### config.mk
export PLATFORM = sky130hd
export DESIGN_NAME = postfix_stack_evaluator_unit
export DESIGN_NICKNAME = d
export VERILOG_FILES = /design/src/rtl/pse_pkg.sv /design/src/rtl/postfix_stack_evaluator_unit.sv
export SDC_FILE = /design/constraint.sdc
export NUM_CORES = 2
export LEC_CHECK = 0
export ABC_CLOCK_PERIOD_IN_PS = 9400
export BUFFER_PORTS_ARGS = -buffer_cell sky130_fd_sc_hd__buf_2
export CAP_MARGIN = 10
export CORE_ASPECT_RATIO = 0.5
export CORE_MARGIN = 2
export CORE_UTILIZATION = 40
export DETAILED_ROUTE_END_ITERATION = 6
export GPL_TIMING_DRIVEN = 0
export PLACE_DENSITY = 0.6
export REMOVE_ABC_BUFFERS = 1
export SLEW_MARGIN = 20
export SYNTH_ARGS = -nofsm -noshare
export SYNTH_HDL_FRONTEND = slang
export SYNTH_SLANG_ARGS = --single-unit
### constraint.sdc
create_clock -name clock -period 9.4 [get_ports clock]
set_clock_uncertainty 0.05 [all_clocks]
set_input_delay 1.41 -clock clock [delete_from_list [all_inputs] [get_ports clock]]
set_output_delay 1.41 -clock clock [all_outputs]
set_load 0.01 [all_outputs]
### src/rtl/pse_pkg.sv
// shared constants and types of the postfix stack evaluator
package pse_pkg;

   // default sizes
   localparam int STACK_DEPTH_DEF = 32;
   localparam int VAR_COUNT_DEF   = 8;

   // fixed field widths
   localparam int DATA_W = 32;
   localparam int KIND_W = 2;
   localparam int OP_W   = 2;
   localparam int LIT_W  = 15;
   localparam int VIDX_W = 3;
   localparam int STAT_W = 2;
   localparam int CSR_W  = 3;
   localparam int FRAC_W = 16;

   // token kinds
   localparam logic [KIND_W-1:0] KIND_LITERAL  = 2'd0;
   localparam logic [KIND_W-1:0] KIND_VARIABLE = 2'd1;
   localparam logic [KIND_W-1:0] KIND_OPERATOR = 2'd2;

   // operator codes
   localparam logic [OP_W-1:0] OP_ADD = 2'd0;
   localparam logic [OP_W-1:0] OP_SUB = 2'd1;
   localparam logic [OP_W-1:0] OP_MUL = 2'd2;
   localparam logic [OP_W-1:0] OP_DIV = 2'd3;

   // status and sticky error codes
   localparam logic [STAT_W-1:0] STAT_OK        = 2'd0;
   localparam logic [STAT_W-1:0] STAT_DIVZERO   = 2'd1;
   localparam logic [STAT_W-1:0] STAT_UNDERFLOW = 2'd2;
   localparam logic [STAT_W-1:0] STAT_OVERFLOW  = 2'd3;

   // saturation limits
   localparam logic [DATA_W-1:0] SAT_MAX = 32'h7FFF_FFFF;
   localparam logic [DATA_W-1:0] SAT_MIN = 32'h8000_0000;

   // restoring divider: 32 integer plus 16 fraction quotient bits
   localparam int QUO_W     = DATA_W + FRAC_W;
   localparam int DIV_STEPS = QUO_W;
   localparam int DIV_CNT_W = $clog2(DIV_STEPS);

   // one captured token
   typedef struct packed {
      logic [KIND_W-1:0] kind;
      logic [OP_W-1:0]   opcode;
      logic [LIT_W-1:0]  literal;
      logic [VIDX_W-1:0] var_idx;
      logic              last;
   } token_type;

endpackage

### src/rtl/postfix_stack_evaluator_unit.sv
// postfix expression evaluator: operand stack, sequencer and shared arithmetic unit
//
// Takes one token per beat and evaluates a postfix expression in signed Q16.16 with
// saturation; the beat marked last returns the top of stack and a status, then clears
// the stack. The unit holds req_stall high while a token is worked on. A divide runs on
// the 48-step restoring divider, which makes one quotient bit per cycle on the shared
// 34-bit adder. A last token adds the top-of-stack read and the result load (the read
// is skipped when the status is an error, as no top is read), plus any wait for the
// result register to be taken. The operand stack is a memory with one write port and
// one registered read port, so an operator reads its two operands one after the other.
// Variable values are written through the csr port, which is always ready; indexes
// at or above VAR_COUNT are ignored and read as zero.
module postfix_stack_evaluator_unit #(
   parameter int STACK_DEPTH = pse_pkg::STACK_DEPTH_DEF,
   parameter int VAR_COUNT   = pse_pkg::VAR_COUNT_DEF
) (
   input  logic                             clock,
   input  logic                             reset,
   // token channel
   input  logic                             req_valid,
   output logic                             req_stall,
   input  logic [pse_pkg::KIND_W-1:0]       req_token_kind,
   input  logic [pse_pkg::OP_W-1:0]         req_opcode,
   input  logic [pse_pkg::LIT_W-1:0]        req_literal_value,
   input  logic [pse_pkg::VIDX_W-1:0]       req_variable_index,
   input  logic                             req_last_token,
   // result channel
   output logic                             rsp_valid,
   input  logic                             rsp_stall,
   output logic signed [pse_pkg::DATA_W-1:0] rsp_result_value,
   output logic [pse_pkg::STAT_W-1:0]       rsp_status,
   // variable register writes
   input  logic                             csr_valid,
   output logic                             csr_ready,
   input  logic [pse_pkg::CSR_W-1:0]        csr_index,
   input  logic signed [pse_pkg::DATA_W-1:0] csr_data
);

   localparam int ADDR_W = $clog2(STACK_DEPTH);
   localparam int SP_W   = $clog2(STACK_DEPTH + 1);
   localparam int DW     = pse_pkg::DATA_W;
   localparam int QW     = pse_pkg::QUO_W;
   localparam int CW     = pse_pkg::DIV_CNT_W;
   localparam int ALU_W  = DW + 2;

   // sequencer states
   localparam logic [3:0] S_IDLE     = 4'd0;
   localparam logic [3:0] S_DISPATCH = 4'd1;
   localparam logic [3:0] S_READ_R   = 4'd2;
   localparam logic [3:0] S_READ_L   = 4'd3;
   localparam logic [3:0] S_EXEC     = 4'd4;
   localparam logic [3:0] S_MUL      = 4'd5;
   localparam logic [3:0] S_DIV      = 4'd6;
   localparam logic [3:0] S_DIV_FIX  = 4'd7;
   localparam logic [3:0] S_FINISH   = 4'd8;
   localparam logic [3:0] S_TOP      = 4'd9;
   localparam logic [3:0] S_EMIT     = 4'd10;

   logic [3:0]                     state_ff, state_in;
   pse_pkg::token_type             tok_ff, tok_in;
   logic [SP_W-1:0]                sp_ff, sp_in;
   logic [pse_pkg::STAT_W-1:0]     err_ff, err_in;
   logic signed [DW-1:0]           right_ff, right_in;
   logic signed [DW-1:0]           left_ff, left_in;
   logic signed [2*DW-1:0]         prod_ff, prod_in;
   logic [DW-1:0]                  rem_ff, rem_in;
   logic [QW-1:0]                  quo_ff, quo_in;
   logic [DW-1:0]                  dvs_ff, dvs_in;
   logic                           neg_ff, neg_in;
   logic [CW-1:0]                  cnt_ff, cnt_in;
   logic [DW-1:0]                  top_ff, top_in;
   logic                           rsp_valid_ff, rsp_valid_in;
   logic [DW-1:0]                  rsp_value_ff, rsp_value_in;
   logic [pse_pkg::STAT_W-1:0]     rsp_status_ff, rsp_status_in;
   logic [DW-1:0]                  var_ff [VAR_COUNT];

   // stack memory ports
   logic [DW-1:0]                  stack_mem [STACK_DEPTH];
   logic [DW-1:0]                  rd_data_ff;
   logic [ADDR_W-1:0]              mem_raddr;
   logic                           mem_we;
   logic [ADDR_W-1:0]              mem_waddr;
   logic [DW-1:0]                  mem_wdata;

   // shared adder
   logic [ALU_W-1:0]               alu_a, alu_b, alu_y;
   logic                           alu_sub;

   logic [SP_W-1:0]                sp_m1, sp_m2;
   logic [DW-1:0]                  var_sel;
   logic [DW-1:0]                  push_val;
   logic [DW-1:0]                  lmag, rmag;
   logic                           mul_fits;
   logic                           div_ovf;
   logic [pse_pkg::STAT_W-1:0]     final_status;

   assign req_stall        = (state_ff != S_IDLE);
   assign csr_ready        = 1'b1;
   assign rsp_valid        = rsp_valid_ff;
   assign rsp_result_value = rsp_value_ff;
   assign rsp_status       = rsp_status_ff;

   assign sp_m1 = sp_ff - SP_W'(1);
   assign sp_m2 = sp_ff - SP_W'(2);

   // variable select, out-of-range index reads zero
   always_comb begin
      var_sel = '0;
      for (int i = 0; i < VAR_COUNT; i++) begin
         if (tok_ff.var_idx == pse_pkg::VIDX_W'(i)) begin
            var_sel = var_ff[i];
         end
      end
   end

   assign push_val = (tok_ff.kind == pse_pkg::KIND_LITERAL) ?
                     {1'b0, tok_ff.literal, {pse_pkg::FRAC_W{1'b0}}} : var_sel;

   // operand magnitudes for the divider
   assign lmag = left_ff[DW-1]  ? DW'(-left_ff)  : left_ff;
   assign rmag = right_ff[DW-1] ? DW'(-right_ff) : right_ff;

   // shared add/subtract unit: operator add/sub or one divider step
   always_comb begin
      if (state_ff == S_DIV) begin
         alu_a   = {1'b0, rem_ff, quo_ff[QW-1]};
         alu_b   = {2'b00, dvs_ff};
         alu_sub = 1'b1;
      end else begin
         alu_a   = {{2{left_ff[DW-1]}}, left_ff};
         alu_b   = {{2{right_ff[DW-1]}}, right_ff};
         alu_sub = (tok_ff.opcode == pse_pkg::OP_SUB);
      end
      alu_y = alu_sub ? (alu_a - alu_b) : (alu_a + alu_b);
   end

   // saturation checks for multiply and divide
   assign mul_fits = (&prod_ff[2*DW-1:QW-1]) | ~(|prod_ff[2*DW-1:QW-1]);
   assign div_ovf  = neg_ff ?
                     ((|quo_ff[QW-1:DW]) | (quo_ff[DW-1] & (|quo_ff[DW-2:0]))) :
                     (|quo_ff[QW-1:DW-1]);

   assign final_status = (err_ff != pse_pkg::STAT_OK) ? err_ff :
                         (sp_ff == '0) ? pse_pkg::STAT_UNDERFLOW : pse_pkg::STAT_OK;

   // sequencer
   always_comb begin
      state_in      = state_ff;
      tok_in        = tok_ff;
      sp_in         = sp_ff;
      err_in        = err_ff;
      right_in      = right_ff;
      left_in       = left_ff;
      prod_in       = prod_ff;
      rem_in        = rem_ff;
      quo_in        = quo_ff;
      dvs_in        = dvs_ff;
      neg_in        = neg_ff;
      cnt_in        = cnt_ff;
      top_in        = top_ff;
      rsp_valid_in  = rsp_valid_ff & rsp_stall;
      rsp_value_in  = rsp_value_ff;
      rsp_status_in = rsp_status_ff;
      mem_raddr     = sp_m1[ADDR_W-1:0];
      mem_we        = 1'b0;
      mem_waddr     = sp_m2[ADDR_W-1:0];
      mem_wdata     = alu_y[DW-1:0];

      case (state_ff)
         S_IDLE: begin
            if (req_valid) begin
               tok_in.kind    = req_token_kind;
               tok_in.opcode  = req_opcode;
               tok_in.literal = req_literal_value;
               tok_in.var_idx = req_variable_index;
               tok_in.last    = req_last_token;
               state_in       = S_DISPATCH;
            end
         end
         S_DISPATCH: begin
            state_in = S_FINISH;
            if (err_ff == pse_pkg::STAT_OK) begin
               if (tok_ff.kind == pse_pkg::KIND_LITERAL ||
                   tok_ff.kind == pse_pkg::KIND_VARIABLE) begin
                  if (sp_ff == SP_W'(STACK_DEPTH)) begin
                     err_in = pse_pkg::STAT_OVERFLOW;
                  end else begin
                     mem_we    = 1'b1;
                     mem_waddr = sp_ff[ADDR_W-1:0];
                     mem_wdata = push_val;
                     sp_in     = sp_ff + SP_W'(1);
                  end
               end else if (tok_ff.kind == pse_pkg::KIND_OPERATOR) begin
                  if (sp_ff < SP_W'(2)) begin
                     err_in = pse_pkg::STAT_UNDERFLOW;
                  end else begin
                     state_in = S_READ_R;
                  end
               end
            end
         end
         S_READ_R: begin
            right_in  = rd_data_ff;
            mem_raddr = sp_m2[ADDR_W-1:0];
            state_in  = S_READ_L;
         end
         S_READ_L: begin
            left_in  = rd_data_ff;
            state_in = S_EXEC;
         end
         S_EXEC: begin
            case (tok_ff.opcode)
               pse_pkg::OP_ADD, pse_pkg::OP_SUB: begin
                  mem_we = 1'b1;
                  if (alu_y[DW] != alu_y[DW-1]) begin
                     mem_wdata = alu_y[ALU_W-1] ? pse_pkg::SAT_MIN : pse_pkg::SAT_MAX;
                  end
                  sp_in    = sp_m1;
                  state_in = S_FINISH;
               end
               pse_pkg::OP_MUL: begin
                  prod_in  = left_ff * right_ff;
                  state_in = S_MUL;
               end
               default: begin
                  if (right_ff == '0) begin
                     err_in   = pse_pkg::STAT_DIVZERO;
                     state_in = S_FINISH;
                  end else begin
                     rem_in   = '0;
                     quo_in   = {lmag, {pse_pkg::FRAC_W{1'b0}}};
                     dvs_in   = rmag;
                     neg_in   = left_ff[DW-1] ^ right_ff[DW-1];
                     cnt_in   = '0;
                     state_in = S_DIV;
                  end
               end
            endcase
         end
         S_MUL: begin
            mem_we    = 1'b1;
            mem_wdata = mul_fits ? prod_ff[QW-1:pse_pkg::FRAC_W] :
                        (prod_ff[2*DW-1] ? pse_pkg::SAT_MIN : pse_pkg::SAT_MAX);
            sp_in     = sp_m1;
            state_in  = S_FINISH;
         end
         S_DIV: begin
            // one restoring step: quotient bit enters at the bottom
            if (!alu_y[ALU_W-1]) begin
               rem_in = alu_y[DW-1:0];
               quo_in = {quo_ff[QW-2:0], 1'b1};
            end else begin
               rem_in = alu_a[DW-1:0];
               quo_in = {quo_ff[QW-2:0], 1'b0};
            end
            cnt_in = cnt_ff + CW'(1);
            if (cnt_ff == CW'(pse_pkg::DIV_STEPS - 1)) begin
               state_in = S_DIV_FIX;
            end
         end
         S_DIV_FIX: begin
            mem_we = 1'b1;
            if (div_ovf) begin
               mem_wdata = neg_ff ? pse_pkg::SAT_MIN : pse_pkg::SAT_MAX;
            end else begin
               mem_wdata = neg_ff ? DW'(-quo_ff[DW-1:0]) : quo_ff[DW-1:0];
            end
            sp_in    = sp_m1;
            state_in = S_FINISH;
         end
         S_FINISH: begin
            if (!tok_ff.last) begin
               state_in = S_IDLE;
            end else if (final_status == pse_pkg::STAT_OK) begin
               state_in = S_TOP;
            end else begin
               state_in = S_EMIT;
            end
         end
         S_TOP: begin
            top_in   = rd_data_ff;
            state_in = S_EMIT;
         end
         S_EMIT: begin
            if (!rsp_valid_ff || !rsp_stall) begin
               rsp_valid_in  = 1'b1;
               rsp_status_in = final_status;
               rsp_value_in  = (final_status == pse_pkg::STAT_OK) ? top_ff : '0;
               sp_in         = '0;
               err_in        = pse_pkg::STAT_OK;
               state_in      = S_IDLE;
            end
         end
         default: begin
            state_in = S_IDLE;
         end
      endcase
   end

   // control and payload registers
   always_ff @(posedge clock) begin
      if (reset) begin
         state_ff     <= S_IDLE;
         sp_ff        <= '0;
         err_ff       <= pse_pkg::STAT_OK;
         rsp_valid_ff <= 1'b0;
      end else begin
         state_ff     <= state_in;
         sp_ff        <= sp_in;
         err_ff       <= err_in;
         rsp_valid_ff <= rsp_valid_in;
      end
      tok_ff        <= tok_in;
      right_ff      <= right_in;
      left_ff       <= left_in;
      prod_ff       <= prod_in;
      rem_ff        <= rem_in;
      quo_ff        <= quo_in;
      dvs_ff        <= dvs_in;
      neg_ff        <= neg_in;
      cnt_ff        <= cnt_in;
      top_ff        <= top_in;
      rsp_value_ff  <= rsp_value_in;
      rsp_status_ff <= rsp_status_in;
   end

   // variable registers
   always_ff @(posedge clock) begin
      for (int i = 0; i < VAR_COUNT; i++) begin
         if (reset) begin
            var_ff[i] <= '0;
         end else if (csr_valid && csr_index == pse_pkg::CSR_W'(i)) begin
            var_ff[i] <= csr_data;
         end
      end
   end

   // operand stack, one write and one registered read per cycle
   always_ff @(posedge clock) begin
      if (mem_we) begin
         stack_mem[mem_waddr] <= mem_wdata;
      end
      rd_data_ff <= stack_mem[mem_raddr];
   end

endmodule

==> results by stage <==
Outcome:
- The flow ran to the end, and the final reports show no timing, DRC or antenna violations.

Placed design:
- Detailed placement finished with a half-perimeter wire length of between 200000 and 250000 µm.
- OpenSTA, run right after detailed placement, puts the worst setup slack at -0.214 ns.
- The number of port buffers is 98.
- The number of placed instances, taps included is between 10000 and 15000.
- The congestion estimate from routability-driven global placement came to slightly below 0.9.

Timing:
- The count of final hold-check violations is 0.
- The remaining max-slew budget at the tightest pin is 0.198.
- The worst path needs around 9.0 ns of the cycle, external delays included.
- The total count of max-transition violations in the final report came to 0.
- The final cycle utilization of the critical path is 0.961.
- The tightest hold path in the finished design has a slack of about 0.46 ns.
- Setup violations remaining at the end of the flow were counted as 0.
- Timing would allow up to between 100 and 150 MHz.
- The transition time at the pin with the least slew margin is ~1.2 ns.
- Setup repair after global routing left no endpoint under its margin.
- The worst-case setup margin in the final layout is approximately 0.37 ns.

Drt:
- For this run, the detailed router's first-pass iteration total came to 6.
- The final layout contains routed wiring with a total length of 294000 µm.
- The routed layout has 66104 vias.
- The post-detailed-route via-to-cell ratio is ~5.5.
- The DRC violation count after routing is 0.
- The detailed router finished its first iteration with around 6300 violations.
- The wire length per cell after detailed routing is between 20 and 25 µm.
- The count of nets left with antenna violations once routing finished came out at 0.

Worst hold path:
- The path class of the tightest hold or removal check is reg2reg.

Global routing:
- The via count of the first global-routing pass is between 60000 and 70000.
- After global routing the overflow that remains totals 0.
- The first global-routing pass estimated roughly 440000 µm of wire.
- The global-route usage over all layers is 0.219.
- The number of antenna violations at the first check in global routing came to 23.
- Entering global routing, the biggest net connects 63 pins.

Finish:
- The fill cell instance count of the final layout is about 23000.
- The synthesis-to-finish area growth is 15.3%.
- The final-stage net count is ~9800.
- The multi-input combinational cell area is about 0.052 mm².
- Summing all flip-flop and latch instances after layout gives a little under 0.05 mm².
- The post-route non-filler standard cell count is 12088.
- Of the cells placed in the final design, the portion with a size suffix greater than 1 is 0.142.

Clock network:
- The clock tree from TritonCTS is built.
- The CTS clock-pin slew for the worst setup and hold paths is around 0.060 ns.
- The clock insertion delay at the later pin of the skew report is approximately 0.82 ns.
- Buffers added to address setup during post-CTS repair amount to 0.
- CTS placed an instance of clkbuf_16 at the clock tree root.
- The maximum number of buffers from clock root to sink is 3.
- The total number of H-tree levels is 4.
- For this design, the sink count on the clock tree is ~1600.
- Clock tree synthesis inserted a total of ~160 buffers.

Floorplan:
- The initial core utilization is 0.403.
- The die is around 370 µm tall.
- The die is approximately 730 µm wide.
- The number of placement rows is ~130.
- The I/O pin total is 100.
- The floorplan step defined a core boundary enclosing 0.264 mm².
- The floorplan step defined a die boundary enclosing around 0.27 mm².

Synthesis:
- The synthesized flop and latch total is 1645.
- The synthesized design spends more area on one cell type than any other, namely edfxtp_1.
- Among all flip-flop cells after synthesis, the most frequent one is edfxtp_1.
- The share of the Yosys chip area taken by registers is 0.460.
- By area the synthesized netlist is led by edfxtp_1 (45%), fa_1 (20%), mux4_2 (5.8%), and2_1 (4.8%), inv_1 (3.5%).
- The number of warning messages in the yosys log is 0.
- The count of cell types in the netlist is between 100 and 150.
- The mean instance size in the synthesized netlist is between 10 and 15 µm².
- The share of synthesized flip-flops with an asynchronous set or reset is 0.
- In this run, synthesis inferred 1600 flip-flops with an integrated enable.
- The number of instances in the synthesized netlist is 8298.
- The fraction of post-synthesis cell area in the top cell type by area is 0.452.
- The mapped netlist covers around 0.11 mm².

Worst setup path:
- The delay contributed by the slowest stage of the critical path is around 0.6 ns.
- The worst setup path is launched from a flop.
- At the worst endpoint, the required time is about 10 ns.
- Counting stages on the worst path, the most repeated cell is fa_1.
- The arrival time reported for the critical path endpoint is 9.48 ns.
- The capturing element type of the critical path is a flop.
- The largest fanout on the critical path is 15.
- The critical path is of the reg2reg type.
- The library cell contributing the largest single delay on the critical path is edfxtp_1.
- The critical path's top delay family is adder cells.
- The buffer and inverter count on the worst path is 5.

Run:
- The tool flagged a number of max-cap violations equal to 0.
-- kinds of logic (layout without fill, tap and decap cells) --
kind of cell	count (synthesis)	after routing	synth area share
buf+inv	1503	1781	0.0539
fa+ha+maj	1307	1307	0.230
xor+xnor	201	201	0.0168
flops	1645	1645	0.460
mux	460	460	0.0763
other cells	1	3	0.0000353
simple gates	2267	2267	0.107
compound gates	914	914	0.0556
-- metrics by stage --
| stage | TNS, ns | instance area [µm²] | utilization |
|---|---|---|---|
| final | 0 | 123000 | 0.465 |
| after global routing | 0 | 123000 | 0.465 |
| after CTS | 0 | 122000 | 0.465 |
| after detailed placement | -0.609 | 117000 | 0.444 |
| after global placement | -7070.07 | 109000 | 0.414 |
| after floorplan | -1028.68 | 104000 | - |
-- worst register-to-register path, stage by stage (launching register included) --
cell and delay (ns):
edfxtp_1 0.61, buf_8 0.26, buf_8 0.17, buf_16 0.17, and2_1 0.18, fa_1 0.50, fa_1 0.58, inv_1 0.07
fa_1 0.50, fa_1 0.51, inv_1 0.05, fa_1 0.57, fa_1 0.44, fa_1 0.58, fa_1 0.46, ha_1 0.40
a21oi_1 0.27, o21bai_1 0.11, a2111oi_0 0.36, or3_1 0.22, nor4b_4 0.39, nor2_1 0.18, a21oi_2 0.29, o211ai_1 0.30
a311oi_1 0.40, xnor2_1 0.11
-- timing repair --
item / in CTS / in global routing
resized for setup: 1 / 6
pin swaps: 0 / 0
endpoints found under the setup margin: 5 / 6
hold buffers: 0 / 0
-- sequential cells by signal, indices dropped and copies added (netlist names), 2 cells and up --
| name | cells |
|---|---|
| state_ff | 4 |
| stack_mem | 1024 |
| rsp_status | 2 |
| rem_ff | 32 |
| err_ff | 2 |
| cnt_ff | 6 |
| dvs_ff | 32 |
| sp_ff | 6 |
| prod_ff | 48 |
| rsp_result_value | 32 |
| top_ff | 32 |
| right_ff | 32 |
| tok_ff | 23 |
| quo_ff | 48 |
| var_ff | 256 |
| rd_data_ff | 32 |
| left_ff | 32 |
-- Yosys cell counts, drive strengths merged (19+ instances only) --
cell type and count:
xor2 92, nor4 29, o31ai 43, a21oi 301, ha 225, mux4 273, mux2 73, fa 1082
o211ai 43, nand2 852, inv 996, nand3 37, xnor2 109, and3 22, a21o 48, or3 33
nor2 293, and2 825, a211oi 33, nand4 24, edfxtp 1600, o21ai 214, dfxtp 45, mux2i 114
nor3 56, clkbuf 396, buf 111, nand2b 25, a221oi 19, nor2b 23
-- per-layer routing --
metal	GRT usage	up-vias	wire length [µm]
met5	0	-	34
met4	0.0730	6	10300
met3	0.0368	499	22200
met2	0.345	2479	134000
met1	0.311	34626	127000
li1	-	28494	-
-- area by class of cell --
type / count / share of cell area
antenna: 2 / 0.0000408
clock buffer: 219 / 0.0361
clock inverter: 86 / 0.00834
inverter: 996 / 0.0305
multi-input combinational: 5150 / 0.428
sequential: 1645 / 0.399
tap: 3510 / 0.0358
timing repair buffer: 480 / 0.0616
-- layout by cell type, fill, tap and decap left out, drive strengths merged, types with 18 or more instances in the layout --
cell	count
clkinv	68
buf	480
o31ai	43
nand2	852
ha	225
edfxtp	1600
xor2	92
xnor2	109
inv	1000
nor4	29
a21o	48
fa	1082
nor2b	23
mux2	73
o221ai	18
a211oi	33
nand2b	25
a221oi	19
a21oi	301
nand3	37
mux4	273
and3	22
o21ai	214
or3	33
nor2	293
clkbuf	219
mux2i	114
dfxtp	45
a31oi	18
o211ai	43
nor3	56
nand4	24
and2	825
-- path summary, 6_finish.rpt --
kind | depth (start not counted) | slack [ns] | to | from
hold reg to reg | 1 | 0.46 | rsp_result_value[18]$_SDFFCE_PP0P_ | top_ff[18]$_DFFE_PP_
setup / recovery | 25 | 0.37 | prod_ff[63]$_DFFE_PP_ | right_ff[8]$_DFFE_PP_
hold / removal | 1 | 0.46 | rsp_result_value[18]$_SDFFCE_PP0P_ | top_ff[18]$_DFFE_PP_
setup reg to reg | 25 | 0.37 | prod_ff[63]$_DFFE_PP_ | right_ff[8]$_DFFE_PP_
Power is not shown: default switching activity piles up to over one toggle a cycle in this logic, so the estimate is an artifact.
